--- src/rtl/tlptw_pkg.sv ---
package tlptw_pkg;

    localparam int QUEUE_DEPTH = 2;

    localparam int VA_W   = 32;
    localparam int PPN_W  = 20;
    localparam int LEN_W  = 4;
    localparam int TYPE_W = 2;
    localparam int KIND_W = 2;
    localparam int CODE_W = 3;
    localparam int IDX_W  = 1;

    localparam logic [IDX_W-1:0] REG_TRANSLATE_ENABLE = 1'd0;
    localparam logic [IDX_W-1:0] REG_ROOT_TABLE_PAGE  = 1'd1;

    localparam logic [KIND_W-1:0] KIND_READ  = 2'd0;
    localparam logic [KIND_W-1:0] KIND_DONE  = 2'd1;
    localparam logic [KIND_W-1:0] KIND_FAULT = 2'd2;

    localparam logic [CODE_W-1:0] FAULT_NONE       = 3'd0;
    localparam logic [CODE_W-1:0] FAULT_CROSS_PAGE = 3'd1;
    localparam logic [CODE_W-1:0] FAULT_DIR_INVAL  = 3'd2;
    localparam logic [CODE_W-1:0] FAULT_DIR_NOPTR  = 3'd3;
    localparam logic [CODE_W-1:0] FAULT_PERMISSION = 3'd4;
    localparam logic [CODE_W-1:0] FAULT_BAD_TYPE   = 3'd5;
    localparam logic [CODE_W-1:0] FAULT_UNEXPECTED = 3'd6;

    localparam logic [TYPE_W-1:0] ACC_FETCH = 2'd0;
    localparam logic [TYPE_W-1:0] ACC_READ  = 2'd1;
    localparam logic [TYPE_W-1:0] ACC_WRITE = 2'd2;

    // pte permission masks: V=bit0, R=bit1, W=bit2, X=bit3
    localparam logic [3:0] NEED_FETCH = 4'h9;
    localparam logic [3:0] NEED_READ  = 4'h3;
    localparam logic [3:0] NEED_WRITE = 4'h7;
    localparam logic [3:0] DIR_POINTER = 4'h1;

    typedef enum logic [1:0] {
        PHASE_IDLE,
        PHASE_DIR,
        PHASE_PTE
    } t_phase;

    typedef enum logic [1:0] {
        CLS_PASS,
        CLS_CROSS,
        CLS_WALK,
        CLS_RESP
    } t_cls;

    typedef struct packed {
        t_cls              cls;
        logic [VA_W-1:0]   va;
        logic [TYPE_W-1:0] acc_type;
        logic [VA_W-1:0]   data;
        logic [VA_W-1:0]   dir_addr;
    } t_qentry;

    typedef struct packed {
        logic full;
        logic empty;
    } t_qstatus;

endpackage

--- src/rtl/tlptw_front.sv ---
module tlptw_front (
    input  logic                          i_clk,
    input  logic                          i_rst_n,
    input  logic                          i_cfg_valid,
    output logic                          o_cfg_ready,
    input  logic [tlptw_pkg::IDX_W-1:0]   i_cfg_index,
    input  logic [tlptw_pkg::PPN_W-1:0]   i_cfg_data,
    input  logic                          i_valid,
    output logic                          o_stall,
    input  logic                          i_opcode,
    input  logic [tlptw_pkg::VA_W-1:0]    i_virtual_addr,
    input  logic [tlptw_pkg::LEN_W-1:0]   i_access_len,
    input  logic [tlptw_pkg::TYPE_W-1:0]  i_access_type,
    input  logic [tlptw_pkg::VA_W-1:0]    i_read_data,
    input  tlptw_pkg::t_qstatus           i_qstatus,
    output logic                          o_push,
    output tlptw_pkg::t_qentry            o_entry
);

    logic                        r_translate_enable;
    logic [tlptw_pkg::PPN_W-1:0] r_root_table_page;
    logic [tlptw_pkg::VA_W-1:0]  last_byte;
    logic                        crosses;

    assign o_cfg_ready = 1'b1;

    always_ff @(posedge i_clk) begin
        if (!i_rst_n) begin
            r_translate_enable <= 1'b0;
            r_root_table_page  <= '0;
        end else if (i_cfg_valid) begin
            unique case (i_cfg_index)
                tlptw_pkg::REG_TRANSLATE_ENABLE: r_translate_enable <= i_cfg_data[0];
                tlptw_pkg::REG_ROOT_TABLE_PAGE:  r_root_table_page  <= i_cfg_data;
                default: ;
            endcase
        end
    end

    assign o_stall = i_qstatus.full;
    assign o_push  = i_valid && !i_qstatus.full;

    // last byte of the access, 32-bit wrap
    assign last_byte = i_virtual_addr
                     + {{(tlptw_pkg::VA_W-tlptw_pkg::LEN_W){1'b0}}, i_access_len}
                     - 32'd1;
    assign crosses = (i_virtual_addr[31:12] != last_byte[31:12]);

    always_comb begin
        o_entry.va       = i_virtual_addr;
        o_entry.acc_type = i_access_type;
        o_entry.data     = i_read_data;
        o_entry.dir_addr = {r_root_table_page, i_virtual_addr[31:22], 2'b00};
        if (i_opcode) begin
            o_entry.cls = tlptw_pkg::CLS_RESP;
        end else if (!r_translate_enable) begin
            o_entry.cls = tlptw_pkg::CLS_PASS;
        end else if (crosses) begin
            o_entry.cls = tlptw_pkg::CLS_CROSS;
        end else begin
            o_entry.cls = tlptw_pkg::CLS_WALK;
        end
    end

endmodule

--- src/rtl/tlptw_queue.sv ---
module tlptw_queue #(
    parameter int DEPTH = tlptw_pkg::QUEUE_DEPTH
) (
    input  logic                i_clk,
    input  logic                i_rst_n,
    input  logic                i_push,
    input  tlptw_pkg::t_qentry  i_entry,
    input  logic                i_pop,
    output tlptw_pkg::t_qentry  o_entry,
    output tlptw_pkg::t_qstatus o_status
);

    localparam int PTR_W = (DEPTH > 1) ? $clog2(DEPTH) : 1;
    localparam int CNT_W = $clog2(DEPTH + 1);
    localparam logic [PTR_W-1:0] LAST_PTR = PTR_W'(DEPTH - 1);
    localparam logic [CNT_W-1:0] FULL_CNT = CNT_W'(DEPTH);

    tlptw_pkg::t_qentry r_mem [DEPTH];
    logic [PTR_W-1:0]   r_wr_ptr;
    logic [PTR_W-1:0]   r_rd_ptr;
    logic [CNT_W-1:0]   r_count;
    logic               do_push;
    logic               do_pop;

    assign o_status.full  = (r_count == FULL_CNT);
    assign o_status.empty = (r_count == '0);
    assign do_push = i_push && !o_status.full;
    assign do_pop  = i_pop && !o_status.empty;
    assign o_entry = r_mem[r_rd_ptr];

    always_ff @(posedge i_clk) begin
        if (do_push) begin
            r_mem[r_wr_ptr] <= i_entry;
        end
    end

    always_ff @(posedge i_clk) begin
        if (!i_rst_n) begin
            r_wr_ptr <= '0;
            r_rd_ptr <= '0;
            r_count  <= '0;
        end else begin
            if (do_push) begin
                r_wr_ptr <= (r_wr_ptr == LAST_PTR) ? '0 : r_wr_ptr + 1'b1;
            end
            if (do_pop) begin
                r_rd_ptr <= (r_rd_ptr == LAST_PTR) ? '0 : r_rd_ptr + 1'b1;
            end
            if (do_push && !do_pop) begin
                r_count <= r_count + 1'b1;
            end else if (do_pop && !do_push) begin
                r_count <= r_count - 1'b1;
            end
        end
    end

endmodule

--- src/rtl/tlptw_back.sv ---
module tlptw_back (
    input  logic                          i_clk,
    input  logic                          i_rst_n,
    input  tlptw_pkg::t_qentry            i_entry,
    input  tlptw_pkg::t_qstatus           i_qstatus,
    output logic                          o_pop,
    output logic                          o_valid,
    input  logic                          i_stall,
    output logic [tlptw_pkg::KIND_W-1:0]  o_result_kind,
    output logic [tlptw_pkg::VA_W-1:0]    o_address,
    output logic [tlptw_pkg::CODE_W-1:0]  o_fault_code
);

    tlptw_pkg::t_phase             r_phase;
    tlptw_pkg::t_phase             n_phase;
    logic [tlptw_pkg::VA_W-1:0]    r_pending_vaddr;
    logic [tlptw_pkg::VA_W-1:0]    n_pending_vaddr;
    logic [tlptw_pkg::TYPE_W-1:0]  r_pending_type;
    logic [tlptw_pkg::TYPE_W-1:0]  n_pending_type;
    logic                          r_out_valid;
    logic [tlptw_pkg::KIND_W-1:0]  r_kind;
    logic [tlptw_pkg::KIND_W-1:0]  n_kind;
    logic [tlptw_pkg::VA_W-1:0]    r_addr;
    logic [tlptw_pkg::VA_W-1:0]    n_addr;
    logic [tlptw_pkg::CODE_W-1:0]  r_code;
    logic [tlptw_pkg::CODE_W-1:0]  n_code;
    logic [3:0]                    need;
    logic                          bad_type;

    // output register frees when empty or being taken
    assign o_pop = !i_qstatus.empty && (!r_out_valid || !i_stall);

    always_ff @(posedge i_clk) begin
        if (!i_rst_n) begin
            r_phase         <= tlptw_pkg::PHASE_IDLE;
            r_pending_vaddr <= '0;
            r_pending_type  <= '0;
            r_out_valid     <= 1'b0;
        end else begin
            if (o_pop) begin
                r_phase         <= n_phase;
                r_pending_vaddr <= n_pending_vaddr;
                r_pending_type  <= n_pending_type;
                r_out_valid     <= 1'b1;
            end else if (!i_stall) begin
                r_out_valid     <= 1'b0;
            end
        end
    end

    always_ff @(posedge i_clk) begin
        if (o_pop) begin
            r_kind <= n_kind;
            r_addr <= n_addr;
            r_code <= n_code;
        end
    end

    always_comb begin
        need     = tlptw_pkg::NEED_FETCH;
        bad_type = 1'b0;
        case (r_pending_type)
            tlptw_pkg::ACC_FETCH: need = tlptw_pkg::NEED_FETCH;
            tlptw_pkg::ACC_READ:  need = tlptw_pkg::NEED_READ;
            tlptw_pkg::ACC_WRITE: need = tlptw_pkg::NEED_WRITE;
            default:              bad_type = 1'b1;
        endcase
    end

    always_comb begin
        n_phase         = r_phase;
        n_pending_vaddr = r_pending_vaddr;
        n_pending_type  = r_pending_type;
        n_kind          = tlptw_pkg::KIND_FAULT;
        n_addr          = '0;
        n_code          = tlptw_pkg::FAULT_UNEXPECTED;
        if (i_entry.cls != tlptw_pkg::CLS_RESP) begin
            // a request during a walk leaves the walk alone
            if (r_phase == tlptw_pkg::PHASE_IDLE) begin
                unique case (i_entry.cls)
                    tlptw_pkg::CLS_PASS: begin
                        n_kind = tlptw_pkg::KIND_DONE;
                        n_addr = i_entry.va;
                        n_code = tlptw_pkg::FAULT_NONE;
                    end
                    tlptw_pkg::CLS_CROSS: begin
                        n_code = tlptw_pkg::FAULT_CROSS_PAGE;
                    end
                    tlptw_pkg::CLS_WALK: begin
                        n_kind          = tlptw_pkg::KIND_READ;
                        n_addr          = i_entry.dir_addr;
                        n_code          = tlptw_pkg::FAULT_NONE;
                        n_phase         = tlptw_pkg::PHASE_DIR;
                        n_pending_vaddr = i_entry.va;
                        n_pending_type  = i_entry.acc_type;
                    end
                    default: ;
                endcase
            end
        end else begin
            unique case (r_phase)
                tlptw_pkg::PHASE_DIR: begin
                    n_phase = tlptw_pkg::PHASE_IDLE;
                    if (!i_entry.data[0]) begin
                        n_code = tlptw_pkg::FAULT_DIR_INVAL;
                    end else if (i_entry.data[3:0] != tlptw_pkg::DIR_POINTER) begin
                        n_code = tlptw_pkg::FAULT_DIR_NOPTR;
                    end else begin
                        n_phase = tlptw_pkg::PHASE_PTE;
                        n_kind  = tlptw_pkg::KIND_READ;
                        n_addr  = {i_entry.data[29:10], r_pending_vaddr[21:12], 2'b00};
                        n_code  = tlptw_pkg::FAULT_NONE;
                    end
                end
                tlptw_pkg::PHASE_PTE: begin
                    n_phase = tlptw_pkg::PHASE_IDLE;
                    if (bad_type) begin
                        n_code = tlptw_pkg::FAULT_BAD_TYPE;
                    end else if ((i_entry.data[3:0] & need) != need) begin
                        n_code = tlptw_pkg::FAULT_PERMISSION;
                    end else begin
                        n_kind = tlptw_pkg::KIND_DONE;
                        n_addr = {i_entry.data[29:10], r_pending_vaddr[11:0]};
                        n_code = tlptw_pkg::FAULT_NONE;
                    end
                end
                default: begin
                    n_phase = tlptw_pkg::PHASE_IDLE;
                end
            endcase
        end
    end

    assign o_valid       = r_out_valid;
    assign o_result_kind = r_kind;
    assign o_address     = r_addr;
    assign o_fault_code  = r_code;

endmodule

--- src/rtl/two_level_page_table_walker_top.sv ---
// Two-level page table walker, Sv32 style without superpages. Each input item
// (a translation request or a memory response) yields exactly one result item:
// a table word read request, a finished translation or a fault. One item is
// taken per clock cycle while stall is low. An accepted item is written into
// the queue, and from the queue head it goes through the back walk stage into
// the output register when that register is empty or being taken. The
// queue holds QUEUE_DEPTH items; stall rises only when it is full, which takes
// a stalled output. Configuration writes are always ready and are sampled by a
// request when it is accepted.
module two_level_page_table_walker_top #(
    parameter int QUEUE_DEPTH = tlptw_pkg::QUEUE_DEPTH
) (
    input  logic                          i_clk,
    input  logic                          i_rst_n,
    input  logic                          i_cfg_valid,
    output logic                          o_cfg_ready,
    input  logic [tlptw_pkg::IDX_W-1:0]   i_cfg_index,
    input  logic [tlptw_pkg::PPN_W-1:0]   i_cfg_data,
    input  logic                          i_valid,
    output logic                          o_stall,
    input  logic                          i_opcode,
    input  logic [tlptw_pkg::VA_W-1:0]    i_virtual_addr,
    input  logic [tlptw_pkg::LEN_W-1:0]   i_access_len,
    input  logic [tlptw_pkg::TYPE_W-1:0]  i_access_type,
    input  logic [tlptw_pkg::VA_W-1:0]    i_read_data,
    output logic                          o_valid,
    input  logic                          i_stall,
    output logic [tlptw_pkg::KIND_W-1:0]  o_result_kind,
    output logic [tlptw_pkg::VA_W-1:0]    o_address,
    output logic [tlptw_pkg::CODE_W-1:0]  o_fault_code
);

    tlptw_pkg::t_qstatus qstatus;
    tlptw_pkg::t_qentry  push_entry;
    tlptw_pkg::t_qentry  head_entry;
    logic                push;
    logic                pop;

    tlptw_front u_front (
        .i_clk          (i_clk),
        .i_rst_n        (i_rst_n),
        .i_cfg_valid    (i_cfg_valid),
        .o_cfg_ready    (o_cfg_ready),
        .i_cfg_index    (i_cfg_index),
        .i_cfg_data     (i_cfg_data),
        .i_valid        (i_valid),
        .o_stall        (o_stall),
        .i_opcode       (i_opcode),
        .i_virtual_addr (i_virtual_addr),
        .i_access_len   (i_access_len),
        .i_access_type  (i_access_type),
        .i_read_data    (i_read_data),
        .i_qstatus      (qstatus),
        .o_push         (push),
        .o_entry        (push_entry)
    );

    tlptw_queue #(
        .DEPTH (QUEUE_DEPTH)
    ) u_queue (
        .i_clk    (i_clk),
        .i_rst_n  (i_rst_n),
        .i_push   (push),
        .i_entry  (push_entry),
        .i_pop    (pop),
        .o_entry  (head_entry),
        .o_status (qstatus)
    );

    tlptw_back u_back (
        .i_clk         (i_clk),
        .i_rst_n       (i_rst_n),
        .i_entry       (head_entry),
        .i_qstatus     (qstatus),
        .o_pop         (pop),
        .o_valid       (o_valid),
        .i_stall       (i_stall),
        .o_result_kind (o_result_kind),
        .o_address     (o_address),
        .o_fault_code  (o_fault_code)
    );

endmodule

--- config.mk ---
export PLATFORM = sky130hd
export DESIGN_NAME = two_level_page_table_walker_top
export DESIGN_NICKNAME = d
export VERILOG_FILES = /design/src/rtl/tlptw_pkg.sv /design/src/rtl/tlptw_front.sv /design/src/rtl/tlptw_queue.sv /design/src/rtl/tlptw_back.sv /design/src/rtl/two_level_page_table_walker_top.sv
export SDC_FILE = /design/constraint.sdc
export NUM_CORES = 1
export LEC_CHECK = 0
export BUFFER_PORTS_ARGS = -buffer_cell sky130_fd_sc_hd__buf_2
export CORE_ASPECT_RATIO = 0.8
export CORE_MARGIN = 2
export CORE_UTILIZATION = 55
export CTS_CLUSTER_SIZE = 20
export DETAILED_ROUTE_END_ITERATION = 7
export PLACE_DENSITY = 0.82
export RECOVER_POWER = 25
export SYNTH_ARGS = -nofsm -noshare
export SYNTH_HDL_FRONTEND = slang
export SYNTH_SLANG_ARGS = --single-unit
export TNS_END_PERCENT = 20
--- constraint.sdc ---
create_clock -name i_clk -period 10.45 [get_ports i_clk]
set_input_delay 1.5675 -clock i_clk [delete_from_list [all_inputs] [get_ports i_clk]]
set_output_delay 1.5675 -clock i_clk [all_outputs]
set_load 0.01 [all_outputs]
; ---- Yosys cells after proc, flatten, opt, wreduce, memory -nomap -nowiden
; Memory sizes are Yosys's and may differ from the RTL's. A register that Yosys moved wholly into a read port is not among the register bits.
; Cells that the tools add are included.
[totals]
register_bits = 89
ram_bits = 196
in_bits = 97
output_inout_bits = 40
word_cells = 103
memories = 1
[op_classes]
add_sub_neg = 6
n_eq_ne = 14
mux = 44
n_bitwise = 2
n_reduce_logical = 24
[mem_list]
columns = name, words, width, read_ports, rd_clocked_by_memory_dff, wr, line
row1 = u_queue.r_mem, 2, 98, 1, 1, 1, tlptw_queue.sv:18  ; tlptw_pkg::t_qentry r_mem [DEPTH];
[op_table]
columns = cell, n
row1 = 32-bit 2-to-1 mux, 6
row2 = 32-bit case mux with 2 select lines, 2
row3 = 2-bit 2-to-1 mux, 18
row4 = 32-bit by 4-bit adder with 32-bit output, 1
row5 = 32-bit by 1-bit subtractor with 32-bit output (second input constant), 1
row6 = 20-bit inequality test, 1
row7 = 3-bit 2-to-1 mux, 5
row8 = 3-bit case mux with 2 select lines, 2
row9 = 2-bit == test (second input constant), 4
row10 = 2-bit zero test, 4
row11 = 1-bit 2-to-1 mux, 8
row12 = 2-bit case mux with 2 select lines, 2
row13 = 4-bit case mux with 2 select lines, 1
row14 = 2-bit by 1-bit == test with 1-bit output (second input constant), 3
row15 = 1-bit logical AND, 6
row16 = 1-bit zero test, 6
row17 = 2-bit inequality test (second input constant), 3
row18 = 4-bit AND, 1
row19 = 4-bit by 1-bit inequality test with 1-bit output (second input constant), 1
row20 = 4-bit inequality test, 1
row21 = 2-bit AND reduction, 2
row22 = 4-bit AND reduction, 1
row23 = 3-bit AND reduction, 1
row24 = 3-bit OR reduction, 1
row25 = 8 further kinds, 9

; ---- Depth between registers and ports, before layout
; Gate-level depths: netlist of the first run.
[logic_depth]
ltp_word = 8
mapped_depth = 12
mapped_depth_nobuf = 12

; ---- Hierarchy
; From an unflattened synthesis of the first run, not the netlist that was laid out.
[unflattened]
cells_unflattened = 1181
hier_area_um2 = 14570.2
[by_module_without_submodules]
columns = module, n_inst, cells_per_inst, area_per_inst_um2
row1 = tlptw_queue, 1, 336, 7445.9
row2 = tlptw_back, 1, 340, 3563.4
row3 = tlptw_front, 1, 505, 3560.9

; ---- Worst setup path after synthesis of the first run
; OpenSTA, ideal clock, no wires.
[synth_path]
path_type = input -> register
start = input i_valid
end = memory u_queue.r_mem[0][10] (netlist name) (enable)
setup_time_ns = 0.520
arrival_ns = 5.001
required_time_ns = 9.930
setup_slack_ns = 4.929
path_stages = 2
path_buffers = 0
cell_sequence = nand2_1 > nor2_1
[synth_via]
elab_chain_len = 4
[synth_rtl]
columns = item, line
row1 = "start, declared", two_level_page_table_walker_top.sv:19  ; input logic i_valid,
row2 = 1-bit logical AND, tlptw_front.sv:41  ; assign o_push = i_valid && !i_qstatus.full;
row3 = 1-bit logical AND, tlptw_queue.sv:27  ; assign do_push = i_push && !o_status.full;
row4 = 1-bit 2-to-1 mux, tlptw_queue.sv:32  ; if (do_push) begin
row5 = 1-bit 2-to-1 mux (implied by the code), tlptw_queue.sv:33  ; r_mem[r_wr_ptr] <= i_entry;
row6 = "end, declared", tlptw_queue.sv:18
; No other way between the ends.

==> results of run 1 <==
-- cells by family after synthesis --
| family | Yosys count | share of synthesized area |
|---|---|---|
| muxes | 105 | 0.0906 |
| xor gates and xnor gates | 26 | 0.0188 |
| other | 1 | 0.000310 |
| and+or+nand+nor | 242 | 0.0915 |
| buffers and inverters | 103 | 0.0332 |
| AOI/OAI and AO/OA | 255 | 0.149 |
| DFF | 250 | 0.577 |
| adders and majority gates | 38 | 0.0394 |
-- sequential cells by signal, summed over array words and instances (netlist names), named ones only --
| name | cells |
|---|---|
| u_front.r_translate_enable | 1 |
| u_back.o_fault_code | 3 |
| u_back.r_pending_vaddr | 22 |
| u_back.o_address | 32 |
| u_queue.r_rd_ptr | 1 |
| u_back.r_phase | 2 |
| u_back.o_result_kind | 2 |
| u_queue.r_wr_ptr | 1 |
| u_queue.r_count | 2 |
| u_back.r_pending_type | 2 |
| u_back.o_valid | 1 |
| u_front.r_root_table_page | 20 |
| u_queue.r_mem | 160 |
-- worst max-delay path by stage --
stage                            to  slack [ns]  cells past startpoint
3_5_place_dp   u_queue.r_mem[1][96]        5.60                     13
6_report       u_queue.r_mem[1][96]        5.95                     13
3_3_place_gp   u_queue.r_mem[0][96]        5.62                     13
4_1_cts        u_queue.r_mem[1][96]        6.13                     13
2_1_floorplan  u_queue.r_mem[0][10]        4.93                      2
5_1_grt        u_queue.r_mem[0][96]        5.78                     13
-- Yosys cell counts (5+ instances only) --
library cell and number:
mux2_2 21, edfxtp_1 197, nor3_1 7, nand2b_1 12, and3_1 5, inv_1 55, ha_1 38, nand4_1 9
clkbuf_1 33, nor2b_1 14, nand2_1 105, a211oi_1 22, xor2_1 15, xnor2_1 11, dfxtp_1 53, and2_1 5
a21o_1 5, o21ai_0 25, a221o_1 11, mux2i_1 82, o22ai_1 24, a21boi_0 26, o21ai_1 8, a21oi_1 56
nor4_1 6, o21a_1 9, or3_1 5, buf_1 10, a31oi_1 9, nor2_1 57, o211a_1 24, nand3_1 7
-- cell usage in the layout (no fill, tap or decap), drive strengths merged, types with 27 or more instances in the layout --
cell	n
a21boi	27
a21oi	58
buf	110
clkbuf	65
dfxtp	53
edfxtp	197
ha	38
inv	56
mux2i	82
nand2	105
nor2	57
o21ai	34
-- critical path: stages --
cell	delay (ns)
clkbuf_1	0.21
inv_1	0.09
ha_1	0.29
inv_1	0.05
ha_1	0.28
nand2b_1	0.10
o21ai_1	0.08
a31oi_1	0.58
nor2_1	0.14
a221o_1	0.35
nor4_1	0.36
and4_1	0.30
a41oi_1	0.27
-- metrics by stage --
stage	worst slack [ns]	instance area, µm²	hold slack, ns
detailed placement	5.60	13000	0.437
global route	5.78	13700	0.464
global placement	5.62	13000	0.432
floorplan	4.93	12100	0.425
finish	5.95	13700	0.449
CTS	6.13	13700	0.451
-- cell type report --
cell class              count  area, µm²  area share
clock inverters             4       51.3     0.00374
inverters                  55        206      0.0151
well taps                 275        344      0.0251
multi-input cells         667       4720       0.344
repair buffers            137        677      0.0494
flip-flops and latches    250       6980       0.509
clock buffers              38        734      0.0536
-- power groups by stage --
stage	combinational (W)	clock [W]	sequential, W
finish	0.000826	0.000856	0.00142
global route	0.000905	0.000904	0.00143
CTS	0.000826	0.000864	0.00142
detailed placement	0.000820	0	0.00144
global placement	0.000803	0	0.00143
floorplan	0.000550	0	0.00143
-- per-layer routing --
metal / share of wire / up-vias / wire (µm) / track usage
met1: 0.46 / 4170 / 13300 / 0.366
li1: - / 4065 / - / -
met3: 0.075 / 46 / 2170 / 0.0408
met4: 0.020 / 0 / 589 / 0.0608
met5: 0 / - / 0 / 0
met2: 0.44 / 367 / 12800 / 0.380
==> results by group, run 1 <==
Timing
  • Worst-Margin Slew: 1.16 ns
  • Clock skew: 0.0174 ns
  • Min Clock Period, post-route: 4.50 ns
  • Tcrit/Tclk final: 0.430
  • RSZ-0062 raised after global routing: false
  • Maximum clock frequency: 0.222 GHz
  • Setup TNS: 0 ns
  • Pins over their slew limit: 0
  • Hold Vio Cnt, Final: 0
  • Relative slew slack: 0.225
  • Final setup fails: 0

Power and ir drop
  • P_leak: 5.41 nW
  • Clk network pwr share: 0.276
  • Post-layout power: 0.00310 W
  • Switching share of power: 0.310
  • Sequential power share: 0.457
  • VDD IR max: 0.163 mV
  • Internal power: 0.00214 W
  • Comb power frac: 0.267
  • Psw: 0.000960 W
  • Power per Cell Area: 226 nW/µm²

Global routing
  • Overflow after GRT: 0
  • Vias in the first global route: 7931
  • First-pass GRT wire length: 43800 µm
  • All-Layer GR Usage: 0.246
  • Initial antenna violation count: 1
  • Largest net degree at the start of global routing: 78

CTS
  • CTS tree: yes
  • Clk_lat worst skew: 0.51 ns
  • Hold_buf cts: 0
  • Htree depth: 1
  • Clk sinks: 250
  • Post-cts sizing count: 0
  • Clock Tree Root: clkbuf_16
  • CTS clk-pin slew, worst paths: 0.06 ns
  • TritonCTS Buffers: 23
  • Max Buffers Root-to-Sink: 3
  • Post-CTS setup buffer count: 0

Synthesis
  • Area leader, netlist: edfxtp_1
  • Netlist Area Pre-Place: 12100 µm²
  • Cells after Synth: 1020
  • Ys flop type: edfxtp_1
  • Syn Area/Cell: 11.8 µm²
  • Post-synth EDFFs: 197
  • Asr flop ratio synth: 0
  • Area share of the largest cell type after synthesis: 0.490
  • Post-Syn Nets: 1155
  • Syn. warnings: 0
  • Distinct cells, synth: 67
  • Dominant cells by area after synthesis: edfxtp_1 (49%), dfxtp_1 (8.8%), mux2i_1 (6.8%)
  • Sequential area share after synthesis: 0.577
  • Synth Register Bits: 250

Setup path
  • CP Launch Type: primary input
  • Crit path DAT: 4.66 ns
  • R2R Setup Slk: 6.69 ns
  • Crit Path Category: primary input to register
  • Critical Path RT: 10.62 ns
  • CP Max Fanout: 5
  • Worst R2R Path Depth: 8
  • Kind of end point of the critical path: register
  • Setup crit start: i_virtual_addr[2]
  • Endpoint of the worst register-to-register path: u_back.o_address[24]

Die
  • Die Ht: 137 µm
  • Core Rows: 48
  • Core Area: 21600 µm²
  • Initial Utilization: 0.560
  • I/O pin count: 137
  • Die area: 23200 µm²
  • Die width: 170 µm

Placed design
  • Final GP Congestion: 0.933
  • DP HPWL: 20100 µm
  • DP Cell Count: 1384
  • IO buf count: 127

Route
  • Pre-antenna DRT Iters: 5
  • Post-DR wirelength/cell: 20.2 µm
  • Routed wire length: 28900 µm
  • DR iter-0 viols: 957
  • DRC Markers: 0
  • Vias per cell: 6.06
  • Vias: 8648
  • Detail Route Antenna Nets: 0

Min path
  • Hold crit path type: register to register
  • Worst Hold Path EP: u_queue.r_mem[1][17]
  • Worst Hold Depth: 0
  • Min-Delay Startpoint: u_front.r_root_table_page[7]

Cells and area
  • Antenna diodes: 0
  • Non-Filler Instances: 1426
  • Fraction of layout cells with a size suffix above 1: 0.155
  • Net count, final: 1269
  • Area Overhead vs Synth: 13.5%
  • Final Core Density: 0.636
  • Layout filler cell count: 1657

Outcome
  • Status: finished, final reports clean

Flow run
  • # Max-Cap Violations: 0
Note: power is estimated with default switching activity, not from simulation.
==> run 2: changes to the inputs <==
ABC_AREA = 1   (was not set)
CORE_UTILIZATION = 53   (was 55)
clock period = 4 ns   (was 10.45 ns; I/O delays follow)
==> results by group, run 2 <==
CTS
  • Post-CTS setup buffer count: 0 (unchanged)
  • TritonCTS Buffers: 24 (was 23)
  • Hold_buf cts: 0 (unchanged)
  • Post-cts sizing count: 0 (unchanged)
  • Htree depth: 1 (unchanged)
  • CTS tree: yes (unchanged)
  • Max Buffers Root-to-Sink: 3 (unchanged)
  • Clk sinks: 250 (unchanged)
  • Clk_lat worst skew: 0.53 ns (was 0.51 ns)
  • Clock Tree Root: clkbuf_16 (unchanged)
  • CTS clk-pin slew, worst paths: 0.06 ns (about the same)

Setup path
  • CP Launch Type: register (was primary input)
  • Crit Path Category: register to register (was primary input to register)
  • Critical Path RT: 4.23 ns (was 10.62 ns)
  • Crit path DAT: 3.09 ns (was 4.66 ns)
  • R2R Setup Slk: 1.13 ns (was 6.69 ns)
  • Worst R2R Path Depth: 8 (unchanged)
  • CP Max Fanout: 38 (was 5)
  • Kind of end point of the critical path: register (unchanged)
  • Endpoint of the worst register-to-register path: u_back.o_address[13] (was u_back.o_address[24])

Die
  • Die area: 24900 µm² (was 23200 µm²)
  • Core Rows: 50 (was 48)
  • Die width: 176 µm (was 170 µm)
  • I/O pin count: 137 (unchanged)
  • Initial Utilization: 0.538 (was 0.560)
  • Core Area: 23300 µm² (was 21600 µm²)
  • Die Ht: 141 µm (was 137 µm)

Cells and area
  • Most frequent cells in the layout: nand2_1 (357), edfxtp_1 (197), inv_1 (190) (was edfxtp_1 (197), nand2_1 (105), buf_2 (100))
  • Non-Filler Instances: 1801 (was 1426)
  • Net count, final: 1606 (was 1269)
  • Final Core Density: 0.608 (was 0.636)
  • Most common cell after layout, fill and taps aside: nand2_1 (was edfxtp_1)
  • Top reg by flops: u_queue.r_mem (unchanged)
  • Area Overhead vs Synth: 13.1% (was 13.5%)
  • Antenna diodes: 0 (unchanged)
  • Fraction of layout cells with a size suffix above 1: 0.109 (was 0.155)
  • Max FFs per register: 160 (unchanged)

Synthesis
  • Commonest cells post-synth: nand2_1 (357), edfxtp_1 (197), inv_1 (191), nor2_1 (144), o21ai_0 (62) (was edfxtp_1 (197), nand2_1 (105), mux2i_1 (82), nor2_1 (57), a21oi_1 (56))
  • Distinct cells, synth: 48 (was 67)
  • Syn. warnings: 0 (unchanged)
  • Asr flop ratio synth: 0 (unchanged)
  • Area share of the largest cell type after synthesis: 0.473 (was 0.490)
  • Post-Syn Nets: 1481 (was 1155)
  • Ys flop type: edfxtp_1 (unchanged)
  • Synth Register Bits: 250 (unchanged)
  • Area leader, netlist: edfxtp_1 (unchanged)
  • Syn Area/Cell: 9.29 µm² (was 11.8 µm²)
  • Cells after Synth: 1346 (was 1020)
  • Dominant cells by area after synthesis: edfxtp_1 (47%), nand2_1 (11%), dfxtp_1 (8.5%) (was edfxtp_1 (49%), dfxtp_1 (8.8%), mux2i_1 (6.8%))
  • Netlist Area Pre-Place: 12500 µm² (was 12100 µm²)
  • Post-synth EDFFs: 197 (unchanged)
  • Count leader, synth: nand2_1 (was edfxtp_1)
  • Sequential area share after synthesis: 0.558 (was 0.577)

Route
  • Post-DR wirelength/cell: 16.8 µm (was 20.2 µm)
  • Vias: 9670 (was 8648)
  • DR iter-0 viols: 941 (was 957)
  • Vias per cell: 5.37 (was 6.06)
  • Routed wire length: 30300 µm (was 28900 µm)
  • Detail Route Antenna Nets: 0 (unchanged)
  • DRC Markers: 0 (unchanged)
  • Pre-antenna DRT Iters: 5 (unchanged)

Placed design
  • DP HPWL: 21900 µm (was 20100 µm)
  • IO buf count: 127 (unchanged)
  • DP Cell Count: 1757 (was 1384)
  • Final GP Congestion: 0.905 (was 0.933)

Min path
  • Hold crit path type: primary input to register (was register to register)
  • Min-Delay Startpoint: i_read_data[27] (was u_front.r_root_table_page[7])
  • Worst Hold Depth: 1 (was 0)
  • Worst Hold Path EP: u_queue.r_mem[1][57] (was u_queue.r_mem[1][17])

Timing
  • Min Clock Period, post-route: 2.87 ns
  • Tcrit/Tclk final: 0.717
  • Relative slew slack: 0.301 (was 0.225)
  • Final setup fails: 0 (unchanged)
  • RSZ-0062 raised after global routing: false (unchanged)
  • Clock skew: 0.0246 ns (was 0.0174 ns)
  • Maximum clock frequency: 0.349 GHz
  • Worst-Margin Slew: 1.05 ns (was 1.16 ns)
  • Hold Vio Cnt, Final: 0 (unchanged)
  • Pins over their slew limit: 0 (unchanged)

Power and ir drop
  • Clk network pwr share: 0.247 (was 0.276)
  • Sequential power share: 0.434 (was 0.457)
  • P_leak: 6.12 nW (was 5.41 nW)
  • Psw: 0.00310 W (was 0.000960 W)
  • Comb power frac: 0.319 (was 0.267)
  • VDD IR max: 0.382 mV (was 0.163 mV)
  • Switching share of power: 0.353 (was 0.310)
  • Power per Cell Area: 620 nW/µm² (was 226 nW/µm²)
  • Internal power: 0.00567 W (was 0.00214 W)

Global routing
  • Initial antenna violation count: 0 (was 1)
  • Vias in the first global route: 9155 (was 7931)
  • Overflow after GRT: 0 (unchanged)
  • First-pass GRT wire length: 47400 µm (was 43800 µm)
  • All-Layer GR Usage: 0.244 (was 0.246)
  • Largest net degree at the start of global routing: 75 (was 78)

Outcome
  • Status: finished, final reports clean (unchanged)

Flow run
  • # Max-Cap Violations: 0 (unchanged)
==> run 2: cell count changes after synthesis, sizes merged, moves of 27 or more <==
cell	before	now
nor2	57	148
a21boi	27	0
mux2i	82	41
nand2	105	362
o21ai	34	88
inv	55	193
==> run 2: layout make-up <==
type                       instances  area, µm²
clock buffer                      38        714
clock inverter                     6       42.5
fill                            1992       9130
inverter                         194        731
multi-input combinational        864       4610
sequential                       250       6980
tap                              312        390
timing repair buffer             137        674
==> run 2: layer usage <==
| metal | GRT usage | part of all wire | wire length [µm] | vias to the layer above |
|---|---|---|---|---|
| li1 | - | - | - | 4696 |
| met1 | 0.347 | 0.43 | 13200 | 4504 |
| met2 | 0.401 | 0.45 | 13800 | 421 |
| met3 | 0.0367 | 0.093 | 2840 | 49 |
| met4 | 0.0531 | 0.018 | 549 | 0 |
| met5 | 0 | 0 | 0 | - |
==> run 2: critical path: stages (launching register included) <==
cell     delay [ns]
dfxtp_4        0.54
inv_4          0.27
or2_1          0.29
o21ai_2        0.12
a21oi_2        0.12
nand2_1        0.13
inv_2          0.12
a31oi_4        0.87
o21ai_2        0.08
==> run 2: kinds of logic (layout without fill, tap and decap cells) <==
logic type                 after synthesis  count (layout)  synth area share
AOI/OAI and AO/OA                      193             193            0.0951
xor gates and xnor gates                20              20            0.0140
adders and majority gates               38              38            0.0380
buffers and inverters                  232             375            0.0750
DFF                                    250             250             0.558
muxes                                   41              41            0.0328
other                                    1               1          0.000300
and+or+nand+nor                        571             571             0.187
==> run 2: power by group through the flow <==
stage	registers (W)	clock network [W]	logic (W)
2_1_floorplan	0.00388	0	0.00184
3_3_place_gp	0.00382	0	0.00268
3_5_place_dp	0.00385	0	0.00275
4_1_cts	0.00380	0.00219	0.00278
5_1_grt	0.00385	0.00229	0.00307
6_report	0.00381	0.00217	0.00280
==> run 2: worst max-delay path by stage <==
stage	startpoint	end	slack (ns)	depth (start not counted)
after floorplan	i_valid	u_queue.r_mem[0][10]	-0.62	2
after global placement	i_virtual_addr[3]	u_queue.r_mem[0][96]	0.97	21
final	register	u_back.o_address[13]	1.13	8
after global routing	register	u_back.o_address[21]	0.91	9
after detailed placement	i_virtual_addr[3]	u_queue.r_mem[0][96]	0.95	21
after CTS	register	u_back.o_address[21]	1.13	9
==> run 2: through the flow <==
step / setup slack (ns) / TNS, ns / area [µm²] / total power (W) / hold WS, ns
after global placement: 0.974 / 0 / 13400 / 0.00651 / 0.422
after detailed placement: 0.948 / 0 / 13400 / 0.00660 / 0.443
after global routing: 0.914 / 0 / 14100 / 0.00921 / 0.244
after CTS: 1.13 / 0 / 14200 / 0.00877 / 0.245
after floorplan: -0.617 / -49.33 / 12500 / 0.00572 / 0.425
final: 1.13 / 0 / 14100 / 0.00877 / 0.259
==> run 3: changes to the inputs <==
ABC_AREA = 0   (was 1)
CORE_UTILIZATION = 55   (was 53)
clock period = 2.99 ns   (was 4 ns; I/O delays follow)
==> results by group, run 3 (same netlist as run 1, synthesis figures left out) <==
Placed design
  • Final GP Congestion: 0.946 (was 0.905)
  • Place WS: -0.318 ns (was 0.948 ns)
  • IO buf count: 127 (unchanged)
  • DP HPWL: 22400 µm (was 21900 µm)

CTS
  • Clk sinks: 250 (unchanged)
  • Clk_lat worst skew: 0.52 ns (was 0.53 ns)
  • CTS tree: yes (unchanged)
  • Hold_buf cts: 0 (unchanged)
  • Max Buffers Root-to-Sink: 3 (unchanged)
  • TritonCTS Buffers: 25 (was 24)
  • Post-CTS setup buffer count: 0 (unchanged)
  • Htree depth: 1 (unchanged)
  • Post-cts sizing count: 0 (unchanged)
  • CTS clk-pin slew, worst paths: 0.06 ns (about the same)
  • Clock Tree Root: clkbuf_16 (unchanged)

Setup path
  • Slowest CP cell: nor2_1 (was a31oi_4)
  • CP peak stage delay: 0.91 ns (was 0.87 ns)
  • Kind of end point of the critical path: register (unchanged)
  • Crit-path cells: mux2i_1 > nor2_1 > nand3_1 > nor2_1 > nor2_1 > buf_4 > o22ai_1 (was inv_4 > or2_1 > o21ai_2 > a21oi_2 > nand2_1 > inv_2 > a31oi_4 > o21ai_2)
  • WP buf/inv: 1 (was 2)
  • CP Max Fanout: 20 (was 38)
  • CP Launch Type: register (unchanged)
  • Family with the most delay on the worst path: simple AND/OR/NAND/NOR gates (was compound AO/OA/AOI/OAI gates)
  • R2R Setup Slk: 0.18 ns (was 1.13 ns)
  • Cell mode on critical path: nor2_1 (was o21ai_2)
  • Critical Path RT: 3.34 ns (was 4.23 ns)
  • Crit Path Category: register to register (unchanged)
  • Crit path DAT: 3.16 ns (was 3.09 ns)

Route
  • Vias: 9115 (was 9670)
  • Routed wire length: 31400 µm (was 30300 µm)
  • DR iter-0 viols: 778 (was 941)
  • Vias per cell: 5.89 (was 5.37)
  • Post-DR wirelength/cell: 20.3 µm (was 16.8 µm)
  • Pre-antenna DRT Iters: 6 (was 5)
  • DRC Markers: 0 (unchanged)
  • Detail Route Antenna Nets: 0 (unchanged)

Power and ir drop
  • Power per Cell Area: 758 nW/µm² (was 620 nW/µm²)
  • Comb power frac: 0.295 (was 0.319)
  • Sequential power share: 0.445 (was 0.434)
  • P_leak: 5.82 nW (was 6.12 nW)
  • VDD IR max: 0.507 mV (was 0.382 mV)
  • Internal power: 0.00742 W (was 0.00567 W)
  • Post-layout power: 0.0110 W (was 0.00877 W)
  • Psw: 0.00354 W (was 0.00310 W)
  • Clk network pwr share: 0.260 (was 0.247)
  • Switching share of power: 0.323 (was 0.353)

Cells and area
  • Area Overhead vs Synth: 19.7% (was 13.1%)
  • Fraction of layout cells with a size suffix above 1: 0.200 (was 0.109)
  • Layout filler cell count: 1600 (was 1992)
  • Final Core Density: 0.671 (was 0.608)
  • Net count, final: 1388 (was 1606)
  • Area taken by flip-flops and latches: 6980 µm² (unchanged)
  • Max FFs per register: 160 (unchanged)
  • Most frequent cells in the layout: edfxtp_1 (197), nand2_1 (105), buf_4 (101) (was nand2_1 (357), edfxtp_1 (197), inv_1 (190))
  • Most common cell after layout, fill and taps aside: edfxtp_1 (was nand2_1)
  • Top reg by flops: u_queue.r_mem (unchanged)
  • Multi-input logic area: 4720 µm² (was 4610 µm²)

Timing
  • Hold Vio Cnt, Final: 0 (unchanged)
  • Final setup fails: 0 (unchanged)
  • Min Clock Period, post-route: 2.81 ns (was 2.87 ns)
  • Worst-Margin Slew: 1.20 ns (was 1.05 ns)
  • Tcrit/Tclk final: 0.940 (was 0.717)
  • WHS: 0.110 ns (was 0.259 ns)
  • Maximum clock frequency: 0.356 GHz (was 0.349 GHz)
  • Pins over their slew limit: 0 (unchanged)
  • Final Worst Setup Slack: 0.179 ns (was 1.13 ns)
  • RSZ-0062 raised after global routing: false (unchanged)
  • Clock skew: 0.0125 ns (was 0.0246 ns)
  • Relative slew slack: 0.197 (was 0.301)

Global routing
  • Initial antenna violation count: 1 (was 0)
  • Overflow after GRT: 0 (unchanged)
  • Vias in the first global route: 8741 (was 9155)
  • All-Layer GR Usage: 0.270 (was 0.244)
  • First-pass GRT wire length: 47700 µm (was 47400 µm)
  • Largest net degree at the start of global routing: 56 (was 75)

Die
  • Die width: 170 µm (was 176 µm)
  • Core Area: 21600 µm² (was 23300 µm²)
  • Die Ht: 137 µm (was 141 µm)
  • Initial Utilization: 0.560 (was 0.538)
  • I/O pin count: 137 (unchanged)
  • Core Rows: 48 (was 50)
  • Die area: 23200 µm² (was 24900 µm²)

Flow run
  • # Max-Cap Violations: 0 (unchanged)

Outcome
  • Status: finished, final reports clean (unchanged)

Min path
  • Hold crit path type: primary input to register (unchanged)
## run 3: changes by cell type in the layout (fill, tap and decap cells not counted), sizes merged, moves of 13 or more
| cell | delta |
|---|---|
| nor2b | +14 |
| a21boi | +27 |
| clkbuf | +13 |
| mux2i | +41 |
| o211a | +24 |
| o22ai | +15 |
| nand3 | -26 |
| o21ai | -54 |
| buf | +98 |
| nand2 | -257 |
| nor2 | -91 |
| mux2 | +22 |
| inv | -134 |
## run 3: path summary, 6_finish.rpt
check	from	to	cells past startpoint
max	register	u_back.o_address[30]	7
min	i_read_data[29]	u_queue.r_mem[0][59]	1
max reg2reg	register	u_back.o_address[30]	7
min reg2reg	u_front.r_root_table_page[13]	u_queue.r_mem[0][23]	0
## run 3: stage by stage
stage               instance area (µm²)  TNS, ns  std cells
detailed placement                13900    -1.06       1501
global route                      14500        0       1547
floorplan                         12100        0       1020
finish                            14500        0       1548
global placement                  13900   -0.827       1501
CTS                               14600        0       1547
## run 3: layout make-up
cell class	count	area share
sequential	250	0.483
multi-input combinational	667	0.326
timing repair buffer	254	0.102
clock buffer	32	0.0451
tap	275	0.0238
inverter	55	0.0143
clock inverter	14	0.00571
antenna	1	0.000173
## run 3: metal layers
metal	up-vias	track usage	part of all wire
met1	4379	0.393	0.44
met2	394	0.425	0.45
li1	4287	-	-
met4	0	0.0722	0.022
met3	55	0.0454	0.081
met5	-	0	0
## run 3: worst reg2reg max path: cells and delay by family (launching register included)
| family | cells | cell delay, ns |
|---|---|---|
| AND/OR/NAND/NOR | 4 | 1.50 |
| multiplexers | 1 | 0.23 |
| AO/OA/AOI/OAI | 1 | 0.19 |
| buffers and inverters | 1 | 0.27 |
| flip-flops | 1 | 0.45 |
## run 3: power groups by stage
stage	registers [W]	clock network [W]	logic, W
after floorplan	0.00499	0	0.00193
after global placement	0.00492	0	0.00312
after detailed placement	0.00494	0	0.00322
after CTS	0.00488	0.00288	0.00325
after global routing	0.00494	0.00302	0.00352
final	0.00488	0.00285	0.00323
